===== src/rtl/tf_pkg.sv =====
// Types, constants and helper functions of the Threefish-256 cipher block.
package tf_pkg;

    localparam int WORD_W      = 64;
    localparam int ROUND_COUNT = 72;
    localparam int KEY_COUNT   = (ROUND_COUNT - 1) / 4 + 2;
    localparam int STEP_COUNT  = ROUND_COUNT + KEY_COUNT;
    localparam int KEY_IDX_W   = $clog2(KEY_COUNT);
    localparam int REG_COUNT   = 6;
    localparam int ADDR_W      = 6;
    localparam int QUEUE_DEPTH = 2;
    localparam int QCNT_W      = $clog2(QUEUE_DEPTH + 1);

    localparam logic [WORD_W-1:0] KS_PARITY = 64'h1BD11BDAA9FC1A22;

    typedef logic [WORD_W-1:0] word_t;
    typedef word_t [3:0] block_t;
    typedef word_t [1:0] tweak_t;

    typedef enum logic [2:0] {
        REG_KEY0   = 3'd0,
        REG_KEY1   = 3'd1,
        REG_KEY2   = 3'd2,
        REG_KEY3   = 3'd3,
        REG_TWEAK0 = 3'd4,
        REG_TWEAK1 = 3'd5
    } reg_idx_t;

    typedef struct packed {
        logic                 is_key;
        logic [KEY_IDX_W-1:0] key_idx;
        logic [2:0]           rot_sel;
    } step_t;

    function automatic word_t rotl(input word_t x, input logic [5:0] r);
        logic [2*WORD_W-1:0] dbl;
        dbl = {x, x} << r;
        return dbl[2*WORD_W-1:WORD_W];
    endfunction

    function automatic word_t rotr(input word_t x, input logic [5:0] r);
        logic [2*WORD_W-1:0] dbl;
        dbl = {x, x} >> r;
        return dbl[WORD_W-1:0];
    endfunction

    function automatic logic [5:0] rot_amount(input logic [2:0] sel, input logic half);
        logic [5:0] r;
        case ({sel, half})
            4'd0:    r = 6'd14;
            4'd1:    r = 6'd16;
            4'd2:    r = 6'd52;
            4'd3:    r = 6'd57;
            4'd4:    r = 6'd23;
            4'd5:    r = 6'd40;
            4'd6:    r = 6'd5;
            4'd7:    r = 6'd37;
            4'd8:    r = 6'd25;
            4'd9:    r = 6'd33;
            4'd10:   r = 6'd46;
            4'd11:   r = 6'd12;
            4'd12:   r = 6'd58;
            4'd13:   r = 6'd22;
            4'd14:   r = 6'd32;
            4'd15:   r = 6'd32;
            default: r = 6'd0;
        endcase
        return r;
    endfunction

    // Operation at position p of the encryption sequence.
    // Decryption at position p inverts encryption position STEP_COUNT-1-p.
    function automatic step_t enc_step(input int p);
        step_t st;
        int    pos;
        st  = '0;
        pos = 0;
        for (int d = 0; d < ROUND_COUNT; d++)
        begin
            if ((d & 3) == 0)
            begin
                if (pos == p)
                begin
                    st.is_key  = 1'b1;
                    st.key_idx = KEY_IDX_W'(d >> 2);
                end
                pos++;
            end
            if (pos == p)
            begin
                st.is_key  = 1'b0;
                st.rot_sel = 3'(d & 7);
            end
            pos++;
        end
        if (pos == p)
        begin
            st.is_key  = 1'b1;
            st.key_idx = KEY_IDX_W'(KEY_COUNT - 1);
        end
        return st;
    endfunction

endpackage


===== src/rtl/tf_stage.sv =====
// One pipeline stage: subkey injection or MIX round, forward or inverse.
module tf_stage (
    input  logic           clk,
    input  logic           rst_n,
    input  logic           advance,
    input  tf_pkg::step_t  enc_step,
    input  tf_pkg::step_t  dec_step,
    input  tf_pkg::block_t enc_key,
    input  tf_pkg::block_t dec_key,
    input  logic           valid_in,
    input  logic           kind_in,
    input  tf_pkg::block_t block_in,
    output logic           valid_out,
    output logic           kind_out,
    output tf_pkg::block_t block_out
);

    logic           valid_reg;
    logic           kind_reg;
    tf_pkg::block_t block_reg;
    tf_pkg::block_t enc_res;
    tf_pkg::block_t dec_res;
    tf_pkg::block_t block_next;
    tf_pkg::word_t  a0, a1, b0, b1;
    tf_pkg::word_t  e0, e1, f0, f1;

    always_comb
    begin
        // forward round, then swap words 1 and 3
        a0 = block_in[0] + block_in[1];
        b0 = tf_pkg::rotl(block_in[1], tf_pkg::rot_amount(enc_step.rot_sel, 1'b0)) ^ a0;
        a1 = block_in[2] + block_in[3];
        b1 = tf_pkg::rotl(block_in[3], tf_pkg::rot_amount(enc_step.rot_sel, 1'b1)) ^ a1;
        if (enc_step.is_key)
        begin
            enc_res = {block_in[3] + enc_key[3], block_in[2] + enc_key[2],
                       block_in[1] + enc_key[1], block_in[0] + enc_key[0]};
        end
        else
        begin
            enc_res = {b0, a1, b1, a0};
        end

        // inverse: undo swap, then undo the round
        f0 = tf_pkg::rotr(block_in[3] ^ block_in[0],
                          tf_pkg::rot_amount(dec_step.rot_sel, 1'b0));
        e0 = block_in[0] - f0;
        f1 = tf_pkg::rotr(block_in[1] ^ block_in[2],
                          tf_pkg::rot_amount(dec_step.rot_sel, 1'b1));
        e1 = block_in[2] - f1;
        if (dec_step.is_key)
        begin
            dec_res = {block_in[3] - dec_key[3], block_in[2] - dec_key[2],
                       block_in[1] - dec_key[1], block_in[0] - dec_key[0]};
        end
        else
        begin
            dec_res = {f1, e1, f0, e0};
        end

        block_next = kind_in ? dec_res : enc_res;
    end

    always_ff @(posedge clk or negedge rst_n)
    begin
        if (!rst_n)
        begin
            valid_reg <= 1'b0;
        end
        else if (advance)
        begin
            valid_reg <= valid_in;
        end
    end

    always_ff @(posedge clk)
    begin
        if (advance && valid_in)
        begin
            kind_reg  <= kind_in;
            block_reg <= block_next;
        end
    end

    assign valid_out = valid_reg;
    assign kind_out  = kind_reg;
    assign block_out = block_reg;

endmodule


===== config.mk =====
export PLATFORM = sky130hd
export DESIGN_NAME = tf_stage
export DESIGN_NICKNAME = d
export VERILOG_FILES = /design/src/rtl/tf_pkg.sv /design/src/rtl/tf_stage.sv
export SDC_FILE = /design/constraint.sdc
export NUM_CORES = 2
export LEC_CHECK = 0
export BUFFER_PORTS_ARGS = -buffer_cell sky130_fd_sc_hd__clkbuf_2
export CELL_PAD_IN_SITES_DETAIL_PLACEMENT = 0
export CELL_PAD_IN_SITES_GLOBAL_PLACEMENT = 1
export CORE_MARGIN = 2
export CORE_UTILIZATION = 40
export CTS_CLUSTER_SIZE = 30
export DETAILED_ROUTE_END_ITERATION = 10
export HOLD_SLACK_MARGIN = 0.03
export PLACE_DENSITY = 0.85
export SLEW_MARGIN = 25
export SYNTH_ARGS = -nofsm -noshare
export SYNTH_HDL_FRONTEND = slang
export SYNTH_SLANG_ARGS = --single-unit

===== constraint.sdc =====
create_clock -name clk -period 2.3 [get_ports clk]
set_clock_uncertainty 0.15 [all_clocks]
set_input_delay 0.46 -clock clk [delete_from_list [all_inputs] [get_ports clk]]
set_output_delay 0.46 -clock clk [all_outputs]
set_load 0.01 [all_outputs]

==> impl.org, run 1 <==
** Floorplanning
- I/O pin count :: approximately 1,000
- The die is 428 um wide.
- Effective utilization at floorplan :: 40.3%
- Die Y :: between 400 and 500 um
- The floorplan has 155 rows.

** Yosys
- Top cells by instance count after synthesis :: sky130_fd_sc_hd__a21oi_1 (1,248), sky130_fd_sc_hd__nand2_1 (1,082), sky130_fd_sc_hd__nor2_1 (838), sky130_fd_sc_hd__mux2i_1 (702), sky130_fd_sc_hd__o21ai_0 (674)
- After synthesis, the cell types taking the most area are sky130_fd_sc_hd__ha_1 (11%), sky130_fd_sc_hd__edfxtp_1 (11%), sky130_fd_sc_hd__mux2i_1 (9.8%).
- Share of synthesized cell area in full adder, half adder and majority cells :: 11.2%
- Cell with the most instances after synthesis :: sky130_fd_sc_hd__a21oi_1
- In this run the biggest area consumer among cell types represents 10.9% of the synthesized area.
- Avg Cell Area, Syn :: approximately 7.3 sq um
- Dominant cell type by area after synthesis :: sky130_fd_sc_hd__ha_1
- Yosys printed 0 warnings.
- After synthesis the netlist holds a flip-flop and latch count of 258.
- Of the total synthesized cell area, the portion taken by XOR and XNOR cells is 10.6%.
- In the synthesized netlist, mux cells make up 14.1% of the area.
- Dominant combinational cell family by area after synthesis :: compound AO/OA/AOI/OAI gates
- Dominant synthesized flop cell :: sky130_fd_sc_hd__edfxtp_1
- After Yosys synthesis, and, or, nand and nor cells account for 17.9% of the synthesized area.
- Post-Syn Instances :: 9,902
- Count of flip-flops with a built-in enable after synthesis :: around 260
- Post-Syn Nets :: 11,333
- Asr flop ratio synth :: 0.388%
- Sequential cells were found to cover 10.8% of the synthesized design area.
- Compound-Gate Fraction of Synth Area :: between 30% and 40%
- In this run the cell area of the synthesized design comes to 0.0720 sq mm.
- Number of distinct standard cells referenced by the synthesized netlist :: between 100 and 150

** Outcome
- Error msg :: [ERROR GRT-0232] Routing congestion too high. Check the congestion heatmap in the GUI.
- Fail Step :: 5_1_grt
- The flow did not finish.

** Place
- Buffers added on ports :: 1,038
- Final RePlAce weighted congestion :: 1.42
- Placed insts :: 16,728
- After legalization and detailed placement, the total HPWL measured 451,000 um.

** Clock network
- Clock Tree Buf Depth :: 3
- Number of CTS-inserted buffers :: 34
- Number of levels the H-tree was split into :: 2
- In this run the clock root is driven by a sky130_fd_sc_hd__clkbuf_16.
- The clock drives between 200 and 300 sinks.

** Global route
- Total gr overflow :: 7
- Entering global routing, the biggest net connects between 60 and 70 pins.
- Global-route usage over all layers :: 64.7%

** STA
- Endpoint pin with the least setup slack after global-route repair :: block_out[61]$_DFFE_PP_/D
- Worst EP Category :: sequential cell input
per-layer routing:
metal / global-route usage (%) / overflow
met2: 78.5 / 4
met4: 65.0 / 3
met5: 31.6 / 0
met1: 63.8 / 0
met3: 52.4 / 0
timing repair:
item / CTS
endpoints found under the hold margin: 2
hold buffers: 4
gates cloned: 8
setup endpoints to repair: 256
pin swaps: 189
resized for setup: 590
setup buffers: 144
stage by stage:
step           worst slack (ps)  utilization, %  cell area (sq um)
2_1_floorplan             -3380               -              72700
3_3_place_gp              -4530            61.5             110000
3_5_place_dp              -4650            61.5             110000
4_1_cts                   -3360            64.3             115000
logic make-up after synthesis:
logic type	count (synthesis)
flip-flops	258
buffers and inverters	923
multiplexers	868
AO/OA/AOI/OAI	3479
adder cells (fa/ha/maj)	640
AND/OR/NAND/NOR	2866
XOR/XNOR	868
==> run 2: changes to the inputs <==
Settings changed: CELL_PAD_IN_SITES_DETAIL_PLACEMENT 0 to default, CELL_PAD_IN_SITES_GLOBAL_PLACEMENT 1 to default, CORE_UTILIZATION 40 to 25, CTS_CLUSTER_SIZE 30 to default, HOLD_SLACK_MARGIN 0.03 to default, PLACE_DENSITY 0.85 to default, PLACE_DENSITY_LB_ADDON from default to 0.15.
==> run 2 against run 1 <==
The flow now finishes, with violations (setup timing); synthesized cell count unchanged; area after synthesis unchanged.
==> impl.org, run 2 <==
** Power
- Power spread over the standard cell area amounts to 572 mW/mm^2.
- Worst ir drop on vdd :: 0.000573 V
- The design draws 0.0713 W.
- In this run the static leakage power is 60.4 nW.

** Yosys
- The commonest cells after synthesis are sky130_fd_sc_hd__a21oi_1 (1,248), sky130_fd_sc_hd__nand2_1 (1,082), sky130_fd_sc_hd__nor2_1 (838), sky130_fd_sc_hd__mux2i_1 (702), sky130_fd_sc_hd__o21ai_0 (674).
- In the synthesized netlist the dominant register cell turns out to be sky130_fd_sc_hd__edfxtp_1.
- Counting every net in the synthesized netlist gives between 10,000 and 15,000.
- Counting flops and latches in the post-synthesis netlist gives 258.
- Counting distinct cell types in the post-synthesis netlist gives 109.
- Yosys instantiated no cell more often than sky130_fd_sc_hd__a21oi_1.
- Post-Syn Instances :: 9,902
- Of the post-synthesis cell area, the dominant cell type holds 10.9%.
- Mapped Area :: just over 0.07 sq mm
- During synthesis, Yosys emitted a total of 0 warnings.
- Avg Cell Area, Syn :: 7.27 sq um
- For this run, asynchronously set or reset flops after synthesis account for 0.388%.
- By area the synthesized netlist is led by sky130_fd_sc_hd__ha_1 (11%), sky130_fd_sc_hd__edfxtp_1 (11%), sky130_fd_sc_hd__mux2i_1 (9.8%).
- Register area share after synthesis :: 10.8%
- Dominant cell type by area after synthesis :: sky130_fd_sc_hd__ha_1
- Count of flip-flops with a built-in enable after synthesis :: 257

** Cells and area
- Post-route cell area :: 0.125 sq mm
- The area growth from synthesis to layout is 73.2%.
- At the end of the flow, the number of nets in the layout was about 17,000.
- Leaving out fill and tap cells, the most frequent cells in the layout are sky130_fd_sc_hd__buf_4 (4,560), sky130_fd_sc_hd__a21oi_1 (1,066), sky130_fd_sc_hd__nand2_1 (1,045), sky130_fd_sc_hd__clkbuf_2 (1,031), sky130_fd_sc_hd__nor2_1 (796).
- The library cell used most frequently in the layout, excluding fill and tap cells, is sky130_fd_sc_hd__buf_4.
- The register with the most flip-flops in the layout has 256 of them.
- In the final layout, the share of cells above drive strength 1 is 45.1%.
- Count of filler cells inserted in the layout :: between 20,000 and 30,000

** STA
- Fin crit share :: 263%
- At the pin with the least slew margin, the transition time is 1280 ps.
- The worst path in the final design needs a cycle of between 6000 and 7000 ps, including I/O delays and setup.
- Number of failing setup endpoints in the final timing report :: 256
- Hold timing on the final database bottoms out at a slack of 199 ps.
- Worst slew margin relative to its limit :: 14.8%
- Max Slew Vio Count :: 0
- In the final timing run, aggregate negative setup slack is -624,990 ps.
- Setup repair after global routing missed its margin :: yes
- The final-report hold violation count is 0.
- Max frequency :: 166 MHz
- Final setup margin :: -3740 ps

** Place
- Buffers added on ports :: between 1,000 and 1,500
- Detailed placement finished with a half-perimeter wire length of between 500,000 and 600,000 um.
- At the end of routability-driven placement, the weighted congestion stood at 1.12.
- Placed cell areas :: roughly 0.12 sq mm
- Pre-CTS worst setup slack :: -5270 ps

** Clock network
- The number of clock buffers added by TritonCTS is 38.
- Clock Tree Buf Depth :: 3
- The tree is rooted in a sky130_fd_sc_hd__clkbuf_16.
- After clock tree synthesis, the clock-pin slew on the worst setup and hold paths is 70 ps.
- Sink Count :: approximately 260
- The clock reaches the later pin of the worst-skew pair after 720 ps.
- TritonCTS built the clock tree.
- Number of levels the H-tree was split into :: 2

** Setup path
- In this run the worst path has a maximum fanout of 6.
- On the critical path, the stage with the largest delay is an instance of sky130_fd_sc_hd__o41ai_4.
- Max stage delay on crit path :: 490 ps
- The worst setup path is launched from an input port.
- Data on the critical path arrives at its endpoint at 6380 ps.
- Path type of the worst setup path :: input port to flop
- Required time of the critical path :: around 2600 ps
- For the worst flop-to-flop path, the logic depth is 2.
- Nature of the critical path endpoint :: flop
- Worst flop-to-flop path endpoint :: valid_out
- In this run the critical register-to-register path is launched from valid_out.
- Register-to-register path setup slack :: 830 ps

** Floorplanning
- Die Y :: approximately 540 um
- Row count :: 197
- For this configuration, the core starts out at a cell density of 25.1%.
- Std-Cell Core Area :: 0.287 sq mm
- Die outline width :: 541 um
- In this run the count of I/O pins placed on the die edge is 1,049.
- The die covers 0.292 sq mm.

** Drt
- Dividing the detail-routed via count by the number of cells gives 5.64.
- Starting DRC count in detailed routing :: 12,835
- After detailed routing, the average wire length per cell comes to approximately 36 um.
- Total iterations of the first detailed-routing run :: 8
- Via count of the routed design :: 107,671
- Post-route antenna net violation count :: 0
- Wire length after detailed routing :: 678,000 um
- After detailed routing, the number of remaining DRC violations is 0.

** Global route
- The number of antenna violations at the first check in global routing is 123.
- Global routing used 44.3% of the available tracks across all layers.
- Wire length of the first global-routing pass :: 885,000 um
- Vias in the first global route :: slightly above 100k
- Total gr overflow :: 0
- Largest net degree at the start of global routing :: 69

** Hold path
- Hold Path Sink :: block_out[61]
- Hold path startpoint :: advance
- The path class of the tightest hold or removal check is input port to flop.
- Worst Hold Path Cells :: 3

** Job
- MaxCap Viol Count :: 0

** Outcome
- Run status :: finished with violations
- The final reports fail on setup timing.
## run 2: cell counts after synthesis
Identical to the previous run, type by type.
## run 2: where the power goes
part / internal, W / switching, W
sequential: 0.00611 / 0.000223
combinational: 0.0256 / 0.0327
clock: 0.00360 / 0.00308
## run 2: worst max-delay path, delay by kind of cell
| family | cells | cell delay, ps |
|---|---|---|
| buffers and inverters | 9 | 1330 |
| AOI/OAI and AO/OA | 13 | 2670 |
| and+or+nand+nor | 8 | 1130 |
| adders and majority gates | 1 | 280 |
| muxes | 2 | 470 |
## run 2: final cells by class
| class | count | area (sq um) | share of cell area (%) |
|---|---|---|---|
| repair buffers | 5889 | 44800 | 35.9 |
| diodes | 65 | 163 | 0.130 |
| well taps | 3781 | 4730 | 3.79 |
| flip-flops and latches | 258 | 7740 | 6.21 |
| clock buffers | 44 | 1000 | 0.806 |
| clock inverters | 23 | 268 | 0.215 |
| multi-input cells | 8721 | 64900 | 52.0 |
| inverters | 296 | 1120 | 0.899 |
## run 2: kinds of logic (layout without fill, tap and decap cells)
family	after synthesis	in the layout	share of synthesized area [%]
AOI/OAI and AO/OA	3479	3479	30.3
and+or+nand+nor	2866	2866	17.9
adders and majority gates	640	640	11.2
xor gates and xnor gates	868	868	10.6
muxes	868	868	14.1
other	0	65	0
buffers and inverters	923	6252	5.13
DFF	258	258	10.8
## run 2: layer usage
metal | vias up | GRT usage, % | share of wire (%)
met5 | - | 0 | 0.040
met4 | 38 | 35.2 | 9.7
met3 | 1328 | 9.36 | 9.0
met2 | 6102 | 65.7 | 41
met1 | 52764 | 55.6 | 40
li1 | 47439 | - | -
## run 2: per-stage QoR
step / util, % / instances
after floorplan: - / 9902
after global placement: 40.9 / 18750
after detailed placement: 40.9 / 18751
after CTS: 42.7 / 18948
after global routing: 43.3 / 19019
final: 43.4 / 19077
## run 2: repair_timing
item                                    4_1_cts  5_1_grt
cloned                                        9        1
hold endpoints to repair                      2        0
pin swaps                                   212      166
hold buffers                                  4        0
endpoints found under the setup margin      256      256
setup buffers                               124       68
gates resized for setup                     596      299
## run 2: worst max path at each step
stage / start / to / slack (ps) / depth (start not counted)
2_1_floorplan: dec_step[0] / block_out[60] / -3380 / 27
3_3_place_gp: dec_step[0] / block_out[191] / -5270 / 30
3_5_place_dp: dec_step[2] / block_out[191] / -5270 / 30
4_1_cts: dec_step[1] / block_out[190] / -3690 / 29
5_1_grt: dec_step[0] / block_out[189] / -3820 / 34
6_report: dec_step[0] / block_out[191] / -3740 / 33
(Power assumes the default switching activity.)
