`src/rtl/tf_pkg.sv`:
```
// Types, constants and helper functions of the Threefish-256 cipher block.
package tf_pkg;

    localparam int WORD_W      = 64;
    localparam int ROUND_COUNT = 72;
    localparam int KEY_COUNT   = (ROUND_COUNT - 1) / 4 + 2;
    localparam int STEP_COUNT  = ROUND_COUNT + KEY_COUNT;
    localparam int KEY_IDX_W   = $clog2(KEY_COUNT);
    localparam int REG_COUNT   = 6;
    localparam int ADDR_W      = 6;
    localparam int QUEUE_DEPTH = 2;
    localparam int QCNT_W      = $clog2(QUEUE_DEPTH + 1);

    localparam logic [WORD_W-1:0] KS_PARITY = 64'h1BD11BDAA9FC1A22;

    typedef logic [WORD_W-1:0] word_t;
    typedef word_t [3:0] block_t;
    typedef word_t [1:0] tweak_t;

    typedef enum logic [2:0] {
        REG_KEY0   = 3'd0,
        REG_KEY1   = 3'd1,
        REG_KEY2   = 3'd2,
        REG_KEY3   = 3'd3,
        REG_TWEAK0 = 3'd4,
        REG_TWEAK1 = 3'd5
    } reg_idx_t;

    typedef struct packed {
        logic                 is_key;
        logic [KEY_IDX_W-1:0] key_idx;
        logic [2:0]           rot_sel;
    } step_t;

    function automatic word_t rotl(input word_t x, input logic [5:0] r);
        logic [2*WORD_W-1:0] dbl;
        dbl = {x, x} << r;
        return dbl[2*WORD_W-1:WORD_W];
    endfunction

    function automatic word_t rotr(input word_t x, input logic [5:0] r);
        logic [2*WORD_W-1:0] dbl;
        dbl = {x, x} >> r;
        return dbl[WORD_W-1:0];
    endfunction

    function automatic logic [5:0] rot_amount(input logic [2:0] sel, input logic half);
        logic [5:0] r;
        case ({sel, half})
            4'd0:    r = 6'd14;
            4'd1:    r = 6'd16;
            4'd2:    r = 6'd52;
            4'd3:    r = 6'd57;
            4'd4:    r = 6'd23;
            4'd5:    r = 6'd40;
            4'd6:    r = 6'd5;
            4'd7:    r = 6'd37;
            4'd8:    r = 6'd25;
            4'd9:    r = 6'd33;
            4'd10:   r = 6'd46;
            4'd11:   r = 6'd12;
            4'd12:   r = 6'd58;
            4'd13:   r = 6'd22;
            4'd14:   r = 6'd32;
            4'd15:   r = 6'd32;
            default: r = 6'd0;
        endcase
        return r;
    endfunction

    // Operation at position p of the encryption sequence.
    // Decryption at position p inverts encryption position STEP_COUNT-1-p.
    function automatic step_t enc_step(input int p);
        step_t st;
        int    pos;
        st  = '0;
        pos = 0;
        for (int d = 0; d < ROUND_COUNT; d++)
        begin
            if ((d & 3) == 0)
            begin
                if (pos == p)
                begin
                    st.is_key  = 1'b1;
                    st.key_idx = KEY_IDX_W'(d >> 2);
                end
                pos++;
            end
            if (pos == p)
            begin
                st.is_key  = 1'b0;
                st.rot_sel = 3'(d & 7);
            end
            pos++;
        end
        if (pos == p)
        begin
            st.is_key  = 1'b1;
            st.key_idx = KEY_IDX_W'(KEY_COUNT - 1);
        end
        return st;
    endfunction

endpackage

```
`src/rtl/tf_out_queue.sv`:
```
// Two-entry result queue that decouples the round pipeline from the sink.
module tf_out_queue (
    input  logic           clk,
    input  logic           rst_n,
    input  logic           push_valid,
    input  tf_pkg::block_t push_block,
    output logic           advance,
    output logic           pop_valid,
    input  logic           pop_ready,
    output tf_pkg::block_t pop_block
);

    logic [tf_pkg::QCNT_W-1:0] count_reg;
    tf_pkg::block_t            head_reg;
    tf_pkg::block_t            tail_reg;
    logic                      push;
    logic                      pop;
    logic                      full;

    assign full      = (count_reg == tf_pkg::QCNT_W'(tf_pkg::QUEUE_DEPTH));
    assign advance   = !full || pop_ready;
    assign push      = advance && push_valid;
    assign pop       = pop_valid && pop_ready;
    assign pop_valid = (count_reg != '0);
    assign pop_block = head_reg;

    always_ff @(posedge clk or negedge rst_n)
    begin
        if (!rst_n)
        begin
            count_reg <= '0;
        end
        else if (push && !pop)
        begin
            count_reg <= count_reg + 1'b1;
        end
        else if (pop && !push)
        begin
            count_reg <= count_reg - 1'b1;
        end
    end

    always_ff @(posedge clk)
    begin
        if (push && !pop)
        begin
            if (count_reg == '0)
            begin
                head_reg <= push_block;
            end
            else
            begin
                tail_reg <= push_block;
            end
        end
        else if (pop && !push)
        begin
            head_reg <= tail_reg;
        end
        else if (pop && push)
        begin
            if (full)
            begin
                head_reg <= tail_reg;
                tail_reg <= push_block;
            end
            else
            begin
                head_reg <= push_block;
            end
        end
    end

endmodule

```
`config.mk`:
```
export PLATFORM = sky130hd
export DESIGN_NAME = tf_out_queue
export DESIGN_NICKNAME = d
export VERILOG_FILES = /design/src/rtl/tf_pkg.sv /design/src/rtl/tf_out_queue.sv
export SDC_FILE = /design/constraint.sdc
export NUM_CORES = 1
export LEC_CHECK = 0
export BUFFER_PORTS_ARGS = -buffer_cell sky130_fd_sc_hd__buf_4
export CORE_UTILIZATION = 47
export CTS_BUF_LIST = sky130_fd_sc_hd__clkbuf_16
export CTS_CLUSTER_DIAMETER = 150
export DETAILED_ROUTE_END_ITERATION = 12
export PLACE_DENSITY = 0.8
export SYNTH_ARGS = -nofsm -noshare
export SYNTH_HDL_FRONTEND = slang
export SYNTH_SLANG_ARGS = --single-unit
```
`constraint.sdc`:
```
create_clock -name clk -period 19.85 [get_ports clk]
set_input_delay 0.9925 -clock clk [delete_from_list [all_inputs] [get_ports clk]]
set_output_delay 0.9925 -clock clk [all_outputs]
set_load 0.02 [all_outputs]
```
# Word level (Yosys, flattened, before mapping)
# Index checks and enable logic that the tools add are counted.
# classes
add_sub_neg	2
eq_ne	4
n_mux	12
reduce_logical	17
# op_table
op	count
$mux W256	10
$reduce_bool A2 Y1	4
$logic_and A1 B1 Y1	5
$mux W2	2
$ne A2 B2 Y1 const B	2
$reduce_and A4 Y1	1
$logic_not A1 Y1	3
$reduce_bool A3 Y1	1
$add A2 B1 Y2 const B	1
$eq A2 B2 Y1 const B	1
$logic_not A2 Y1	1
$ne A2 B1 Y1 const B	1
$reduce_and A2 Y1	1
$sub A2 B1 Y2 const B	1
$logic_or A1 B1 Y1	1
# word_totals
reg_bits	514
inputBits	260
output_inout_bits	258
elab_cells	44

# Longest topological paths before layout
# Gate-level depths: netlist of run 1.
# logic_depth
word_depth	8
ltp_mapped	8
ltp_nobuf	7

# Worst setup path before layout of run 1
# No wires, ideal clock.
# synth_timing
kind	input to register
from	input port pop_ready
to	register tail_reg[0] in the netlist's numbering, enable pin
setup_time_ns	1.188
arrival_time_ns	18.864
t_required_ns	18.662
slack_ns	-0.203
path_stages	5
path_buffers	0
path_cell_list	nand2b_1 -> and2_1 -> ha_1 -> a21oi_1 -> nor3_1
# synth_via
elab_chain_len	6
word_cells_on_any_way	13
classes_between	2 x eq/ne; 11 x reduce/logical
# synth_lines
element	line_no	source
start, declared	tf_out_queue.sv:9	input logic pop_ready,
$logic_or A1 B1 Y1	tf_out_queue.sv:21	assign advance = !full || pop_ready;
$logic_and A1 B1 Y1	tf_out_queue.sv:22	assign push = advance && push_valid;
$logic_not A1 Y1	tf_out_queue.sv:56	else if (pop && !push)
$logic_and A1 B1 Y1	tf_out_queue.sv:56	
$ne A2 B2 Y1 (no line)	--	
$reduce_and A4 Y1 (no line) *	--	
end signal, assigned	tf_out_queue.sv:53	tail_reg <= push_block;
end signal, assigned	tf_out_queue.sv:65	tail_reg <= push_block;
end, declared	tf_out_queue.sv:15	tf_pkg::block_t tail_reg;
# Mark *: on every way between the ends. The rest lies on a longest branch, timed or not.
# A chain may end at the register's enable or synchronous reset.

# Worst setup path after layout of run 1
# layout_timing
from	register count_reg[0] in the netlist's numbering
to	register head_reg (netlist bit pop_block[52]), data pin
# layout_via
elab_chain_len	8
word_cells_on_any_way	14
classes_between	1 x eq/ne; 4 x mux; 9 x reduce/logical
# layout_lines
element	line_no	source
start, declared	tf_out_queue.sv:13	logic [tf_pkg::QCNT_W-1:0] count_reg;
start signal, assigned	tf_out_queue.sv:35	count_reg <= count_reg + 1'b1;
start signal, assigned	tf_out_queue.sv:39	count_reg <= count_reg - 1'b1;
$eq A2 B2 Y1	tf_out_queue.sv:20	assign full = (count_reg == tf_pkg::QCNT_W'(tf_pkg::QUEUE_DEPTH));
$logic_not A1 Y1	tf_out_queue.sv:21	
$logic_or A1 B1 Y1	tf_out_queue.sv:21	
$logic_and A1 B1 Y1	tf_out_queue.sv:22	
$logic_not A1 Y1	tf_out_queue.sv:56	
$logic_and A1 B1 Y1	tf_out_queue.sv:56	
$mux W256	tf_out_queue.sv:56	
$mux W256 *	tf_out_queue.sv:45	if (push && !pop)
end signal, assigned	tf_out_queue.sv:49	head_reg <= push_block;
end signal, assigned	tf_out_queue.sv:58	head_reg <= tail_reg;
end signal, assigned	tf_out_queue.sv:64	head_reg <= tail_reg;
end, declared	tf_out_queue.sv:14	tf_pkg::block_t head_reg;
# Mark *: on every way between the ends. The rest lies on a longest branch, timed or not. The select of a mux whose other input is x is not followed.

==> impl_metrics.ini, run 1 <==
[grt]
grtUsageTotal_pct = 19.8
grt_pass1_vias = 10300
grt_pass1_wl_um = 60800
grt_overflow = 0
antenna_found_initial = 1
grt_max_degree = 161

[clock_tree]
hold_buffers = 0
clkTransAtPathRegs_ns = 0.06
numClockSinks = 514
cts-root-buf = clkbuf_16
cts_max_level = 2
cts_buffer_depth = 3
cts_resized = 0
post_cts_buffers = 0
cts_buffers = 50
insertion_delay_ns = 0.57
cts_tree = yes

[floorplanning]
die_w_um = 202
core_area_um2 = 39000
dieHeight_um = 202
ioPinCount = 518
rows = 72
die_area_um2 = 40700
initial_utilization_pct = 48.1

[status]
status = completed

[timing]
setup_viol = 0
tightest_slew_ns = 1.19
rsz0062_at_grt = false
finalCriticalPeriod_ns = 4.11
setup_tns_ns = 0
max_freq_mhz = 243
skew_ns = 0.0137
relSlewSlack_pct = 20.3
period_share_pct = 20.7
final-hold-violation-count = 0
finalWorstSetupSlack_ns = 15.74
finalMaxSlewViolations = 0

[logic_synthesis]
synth-main-ff-cell = edfxtp_1
syn-cell-area_um2 = 18800
ys_types = 19
syn_inst = 819
synth_warnings = 0
synth.net_count = 1082
seq_area_frac_synth_pct = 82.2
avgSynthCellArea_um2 = 22.9
synth-edff-count = 512
async_flop_share_pct = 0.389
ys_seq_elements = 514

[detailed_routing]
viasPerCell = 5.07
drt_wl_total_um = 40900
drt_iter0_drc = 551
drtPass1Iterations = 4
drc = 0
routedWlPerCell_um = 21.2
ant_nets = 0
dr_total_vias = 9763

[worst_hold_path]
hold_path.class = in -> async

[critical_path]
startpoint_type = register
cp-end-kind = register
arrival_ns = 4.43
path_max_fanout = 55
cp.required_ns = 20.17
worstSetupPathType = reg -> reg

[cells_and_area]
num-nets-final = 1632
layout-drive-gt1-share_pct = 59.2
final_cells = 1927
final_common_cell = buf_4
areaGrowthSynthToFinish_pct = 31.3
layout_common_cells = buf_4, edfxtp_1, mux2_2, clkbuf_16, mux2_1

[power]
power.density_nw_per_um2 = 159
p_leak_nw = 9.34
ir_worst_vdd_mv = 0.0938

[placed_design]
dp_cells = 1835
pre_cts_ws_ns = 15.33
io_buffer_count = 517
place.gp.congestion = 0.842
dp_hpwl_um = 27700

[flow_run]
maxCapViolCount = 0
[logic make-up (layout without fill, tap and decap cells)]
kind of cell	count (synthesis)	in the layout	share of synthesized area, %
buf+inv	31	620	1.71
fa+ha+maj	3	3	0.200
simple gates	9	9	0.240
flops	514	514	82.2
other cells	0	1	0
xor+xnor	3	3	0.140
mux	256	256	15.4
compound gates	3	3	0.153
[area by class of cell]
cell class,instances,area (um^2)
well taps,518,648
clock buffers,53,1330
clock inverters,38,225
fillers,2592,14400
diodes,1,2.50
repair buffers,526,3960
multi-input cells,274,3040
inverters,3,11.3
flip-flops and latches,514,15400
[Yosys cell counts (2+ instances only)]
library cell  instances  share of area, %
inv_1                 3             0.060
buf_6                27               1.6
nor2_1                2             0.040
xor2_1                2             0.093
mux2_1               21               1.3
dfrtp_1               2              0.27
nand2_1               3             0.060
ha_1                  3              0.20
edfxtp_1            512                82
mux2_2              235                14
[through the flow]
stage | total power [mW] | area (um^2) | hold WS [ns] | utilization, %
CTS | 3.95 | 24600 | 0.156 | 63.2
global route | 4.07 | 24600 | 0.156 | 63.2
floorplan | 2.67 | 18800 | 0.471 | -
global placement | 3.02 | 23100 | 0.494 | 59.2
finish | 3.91 | 24600 | 0.190 | 63.2
detailed placement | 3.05 | 23100 | 0.506 | 59.2
[per-layer routing]
layer  vias to the layer above  part of all wire (%)  GRT usage [%]
li1                       4379                     -              -
met1                      4907                    38           23.3
met2                       382                    51           33.6
met3                        95                   6.8           5.71
met4                         0                   4.0           8.82
met5                         -                     0              0
[path summary, 6_finish.rpt]
path,start,cells past startpoint,slack [ns],end
max reg2reg,count_reg[0]$_DFFE_PN0P_,7,15.74,pop_block[52]$_DFFE_PP_
max,count_reg[0]$_DFFE_PN0P_,7,15.74,pop_block[52]$_DFFE_PP_
min reg2reg,count_reg[1]$_DFFE_PN0P_,1,0.53,count_reg[1]$_DFFE_PN0P_
min in group clk,count_reg[1]$_DFFE_PN0P_,1,0.53,count_reg[1]$_DFFE_PN0P_
min,rst_n,1,0.19,count_reg[1]$_DFFE_PN0P_
max in group asynchronous,rst_n,1,19.57,count_reg[0]$_DFFE_PN0P_
[worst max-delay path, cell delays in order, from the launching register on]
cell and delay [ns]:
dfrtp_1 0.45, o21ai_0 0.49, inv_1 0.15, ha_1 0.28, o21bai_4 0.65, buf_4 0.62
buf_4 0.67, mux2_2 0.42
[where the power goes]
| group | leakage [nW] | internal, mW | switching [mW] |
|---|---|---|---|
| clock network | 0.795 | 0.506 | 0.387 |
| logic | 3.66 | 0.506 | 0.722 |
| registers | 4.89 | 1.69 | 0.105 |
| total | 9.34 | 2.70 | 1.21 |
No activity file was read; power rests on OpenSTA's default activity.
==> run 2, diff against run 1 <==
ABC_AREA = 1   (was unset)
CORE_AREA = 2 2 202 204   (was unset)
CORE_UTILIZATION = unset   (was 47)
DIE_AREA = 0 0 204 206   (was unset)
PLACE_DENSITY = 0.78   (was 0.8)
clock period = 4.3 ns   (was 19.85 ns; I/O delays follow)
==> impl_metrics.ini, run 2 <==
[status]
status = completed

[clock_tree]
numClockSinks = 514
cts_buffer_depth = 3
cts_buffers = 51
cts_tree = yes
insertion_delay_ns = 0.57
clkTransAtPathRegs_ns = 0.06
cts_max_level = 2
post_cts_buffers = 0
cts-root-buf = clkbuf_16

[timing]
rsz0062_at_grt = false
finalCriticalPeriod_ns = 3.11
relSlewSlack_pct = 24.1
finalMaxSlewViolations = 0
skew_ns = 0.0125
period_share_pct = 72.2
fin_hold_ws_ns = 0.109
max_freq_mhz = 322
tightest_slew_ns = 1.14
final-hold-violation-count = 0
setup_viol = 0

[floorplanning]
dieHeight_um = 206
rows = 74
core_area_um2 = 40200
die_area_um2 = 42000
initial_utilization_pct = 47.9
die_w_um = 204
ioPinCount = 518

[logic_synthesis]
synthSimpleGateAreaFrac_pct = 17.0
ys_seq_elements = 514
ys_types = 18
synth_common_cells = nand2_1, edfxtp_1, nand3_1, buf_2, buf_4
syn-cell-area_um2 = 19200
synth_warnings = 0
yosysMostFrequentCell = nand2_1
avgSynthCellArea_um2 = 13.8
seq_area_frac_synth_pct = 80.2
synth_top_area_share_pct = 79.9
synth_compound_area_share_pct = 0.0260
syn_inst = 1395
async_flop_share_pct = 0.389
synth_xor_area_share_pct = 0.0455
synth.net_count = 1658
synthAdderAreaFrac_pct = 0.195
ys_top_cells_by_area = edfxtp_1, nand2_1, nand3_1
synth_top_family_by_area = simple AND/OR/NAND/NOR gates
synthMuxAreaShare_pct = 0
synth-main-ff-cell = edfxtp_1
synth-edff-count = 512
synth_largest_area_cell = edfxtp_1

[grt]
grt_pass1_vias = 15000
grt_max_degree = 190
grt_pass1_wl_um = 85100
grtUsageTotal_pct = 26.5
antenna_found_initial = 8
grt_overflow = 0

[flow_run]
maxCapViolCount = 0

[cells_and_area]
fill_cells = 2439
num-nets-final = 2417
layout_common_cells = buf_4, nand2_1, edfxtp_1, dlygate4sd3_1, nand3_1
areaGrowthSynthToFinish_pct = 45.3
final_common_cell = buf_4
seq_area_um2 = 15400
multi_input_area_um2 = 3430
layout-drive-gt1-share_pct = 28.6
stdcell_area_um2 = 28000

[placed_design]
io_buffer_count = 517
place.gp.congestion = 0.855
dp_hpwl_um = 31100
dpl-instance-area_um2 = 23700

[critical_path]
startpoint_type = register
path_max_fanout = 189
worstSetupPathType = reg -> reg
arrival_ns = 3.53
cp-end-kind = register
cp.required_ns = 4.73

[worst_hold_path]
hold_path.class = in -> reg

[detailed_routing]
drc = 0
drtPass1Iterations = 5
ant_nets = 0
dr_total_vias = 14500
drt_iter0_drc = 1268
drt_wl_total_um = 57300
routedWlPerCell_um = 21.0
viasPerCell = 5.30

[power]
power.density_nw_per_um2 = 724
ir_worst_vdd_mv = 0.619
power_mw = 20.3
p_leak_nw = 11.7
## run 2: cell types whose count changed in the layout (fill, tap and decap cells not counted), sizes merged, moves of 3 or more
cell,delta
diode,+5
buf,+6
clkinv,+3
mux2,-256
dlygate4sd3,+258
nand3,+257
bufinv,+4
nand2,+520
## run 2: stage by stage
stage	utilization, %	std cells	setup WS, ns	setup TNS, ns
after detailed placement	58.9	2375	1.37	0
after global placement	58.9	2375	1.46	0
after floorplan	-	1395	-3.28	-838.79
after CTS	69.5	2728	1.35	0
after global routing	69.6	2734	1.15	0
final	69.6	2734	1.19	0
## run 2: final cells by class
class / count / area share [%]
Inverter: 8 / 0.134
Clock buffer: 53 / 4.74
Tap cell: 532 / 2.38
Sequential cell: 514 / 55.2
Timing Repair Buffer: 790 / 23.9
Multi-Input combinational cell: 789 / 12.3
Antenna cell: 6 / 0.0537
Clock inverter: 42 / 1.37
## run 2: path summary, 6_finish.rpt
check / from / endpoint / slack (ns) / cells past startpoint
hold / removal: push_valid / count_reg[0]$_DFFE_PN0P_ / 0.11 / 4
max in group asynchronous: rst_n / count_reg[0]$_DFFE_PN0P_ / 3.64 / 3
setup reg to reg: count_reg[0]$_DFFE_PN0P_ / pop_block[88]$_DFFE_PP_ / 1.19 / 10
setup / recovery: count_reg[0]$_DFFE_PN0P_ / pop_block[88]$_DFFE_PP_ / 1.19 / 10
hold reg to reg: tail_reg[62]$_DFFE_PP_ / pop_block[62]$_DFFE_PP_ / 0.54 / 2
min in group asynchronous: rst_n / count_reg[1]$_DFFE_PN0P_ / 0.54 / 3
## run 2: cells by family after synthesis
family / Yosys count
AND/OR/NAND/NOR: 784
XOR/XNOR: 1
AO/OA/AOI/OAI: 1
buffers and inverters: 92
adder cells (fa/ha/maj): 3
flip-flops: 514
## run 2: repair_timing
item	CTS	global route
hold buffers	258	0
endpoints found under the hold margin	514	0
resized for setup	0	0
## run 2: critical path, stage by stage, from the launching register on
cell     delay (ns)
dfrtp_1        0.45
inv_2          0.11
nand2_2        0.10
or2_4          0.28
nand2_2        0.09
inv_2          0.06
ha_4           0.18
inv_8          0.30
buf_12         0.55
nand3_1        0.23
nand2_1        0.17
## run 2: power breakdown
| group | internal [mW] | leakage, nW | switching [mW] |
|---|---|---|---|
| logic | 2.31 | 5.99 | 4.79 |
| clock network | 2.61 | 0.834 | 1.93 |
| registers | 7.98 | 4.91 | 0.611 |
## run 2: routing by layer
layer | global-route usage [%] | vias up | routed length, um
met5 | 0 | - | 24
met4 | 13.5 | 4 | 2850
met3 | 6.01 | 185 | 4960
met2 | 46.1 | 922 | 29300
met1 | 30.9 | 6919 | 20100
li1 | - | 6469 | -
==> run 3, diff against run 2 <==
clock period = 3.2 ns   (was 4.3 ns; I/O delays follow)
==> impl_metrics.ini, run 3 (synthesized netlist as in run 2, its figures left out) <==
[timing]
rsz0062_at_grt = false
tightest_slew_ns = 0.715
finalMaxSlewViolations = 0
skew_ns = 0.0153
max_freq_mhz = 390
finalCriticalPeriod_ns = 2.56
relSlewSlack_pct = 52.3
setup_viol = 0
period_share_pct = 80.1
setup_tns_ns = 0
final-hold-violation-count = 0

[clock_tree]
cts_tree = yes
cts_max_level = 2
cts_resized = 0
clkTransAtPathRegs_ns = 0.06
cts_buffers = 51
numClockSinks = 514
cts_buffer_depth = 3
insertion_delay_ns = 0.57
cts-root-buf = clkbuf_16

[grt]
grt_max_degree = 136
antenna_found_initial = 5
grt_pass1_vias = 15000
grt_pass1_wl_um = 83400
grt_overflow = 0
grtUsageTotal_pct = 25.9

[critical_path]
startpoint_type = register
cp-end-kind = register
arrival_ns = 3.00
cp.required_ns = 3.63
path_max_fanout = 37
critPathLaunch = count_reg[0]$_DFFE_PN0P_
r2r_end = pop_block[22]$_DFFE_PP_
r2r_cells = 11
worstSetupPathType = reg -> reg
reg2reg_slack_ns = 0.64
r2r-start = count_reg[0]$_DFFE_PN0P_

[cells_and_area]
stdcell_area_um2 = 27900
num-nets-final = 2424
areaGrowthSynthToFinish_pct = 45.2
layout_common_cells = buf_4, nand2_1, edfxtp_1, dlygate4sd3_1, nand3_1
layout-drive-gt1-share_pct = 28.5
final_common_cell = buf_4

[power]
p_leak_nw = 11.8
ir_worst_vdd_mv = 0.582
power.density_nw_per_um2 = 963

[floorplanning]
rows = 74
die_w_um = 204
core_area_um2 = 40200
die_area_um2 = 42000
dieHeight_um = 206
initial_utilization_pct = 47.9
ioPinCount = 518

[detailed_routing]
dr_total_vias = 14500
drt_wl_total_um = 56500
drt_iter0_drc = 1168
viasPerCell = 5.31
drc = 0
routedWlPerCell_um = 20.6
drtPass1Iterations = 6
ant_nets = 0

[worst_hold_path]
hold_path.startpoint = push_valid
hold_path.class = in -> reg
worstHoldPathCells = 4
hold_path_end = count_reg[0]$_DFFE_PN0P_

[flow_run]
maxCapViolCount = 0

[placed_design]
dpl-instance-area_um2 = 23700
place.gp.congestion = 0.823
dp_hpwl_um = 31100
io_buffer_count = 517

[status]
status = completed
[run 3: changes by cell type in the layout (fill, tap and decap cells not counted), sizes merged]
| cell | previous run | this run |
|---|---|---|
| buf | 532 | 539 |
| bufinv | 6 | 3 |
| clkinvlp | 6 | 2 |
| inv | 14 | 18 |
[run 3: final cells by class]
type                            instances  area (um^2)
Timing Repair Buffer                  797         6770
Fill cell                            2484        12300
Clock inverter                         39          264
Inverter                                8         37.5
Sequential cell                       514        15400
Clock buffer                           53         1330
Antenna cell                            6         15.0
Tap cell                              532          666
Multi-Input combinational cell        789         3430
[run 3: worst max-delay path: stages (launching register included)]
cell and delay [ns]:
dfrtp_1 0.45, nor2_4 0.19, inv_2 0.06, nand2_2 0.15, inv_1 0.13, ha_2 0.21, inv_1 0.14, nand2_8 0.09
nand2_8 0.23, buf_4 0.42, nand2_1 0.17, nand2_1 0.13
[run 3: repair_timing]
| action | in CTS | in global routing |
|---|---|---|
| setup buffers | 0 | 0 |
| hold endpoints to repair | 514 | 0 |
| hold buffers | 258 | 0 |
[run 3: metrics by stage]
step	hold slack [ns]	cells	worst slack, ns	utilization, %	power, mW
3_5_place_dp	-0.0556	2382	0.744	59.1	20.7
3_3_place_gp	-0.0562	2382	0.844	59.1	20.4
4_1_cts	0.0357	2732	0.717	69.5	26.7
6_report	0.0703	2738	0.637	69.5	26.9
5_1_grt	0.0740	2737	0.533	69.5	28.0
2_1_floorplan	-0.136	1395	-4.38	-	16.8
[run 3: how the worst max path moves through the flow]
stage,end,slack (ns)
after global routing,pop_block[22]$_DFFE_PP_,0.53
final,pop_block[22]$_DFFE_PP_,0.64
after detailed placement,pop_block[14]$_DFFE_PP_,0.74
after global placement,tail_reg[67]$_DFFE_PP_,0.84
after floorplan,tail_reg[0]$_DFFE_PP_,-4.38
after CTS,pop_block[3]$_DFFE_PP_,0.72
[run 3: per-layer routing]
metal | global-route usage, % | vias up | share of wire (%)
met2 | 44.8 | 896 | 51
met5 | 0 | - | 0
met3 | 6.01 | 194 | 8.8
met4 | 14.0 | 0 | 5.4
li1 | - | 6475 | -
met1 | 30.1 | 6982 | 35
[run 3: report_power, final]
group          switching (mW)  internal, mW
Combinational            6.43          3.19
Sequential              0.803          10.7
Clock                    2.52          3.23
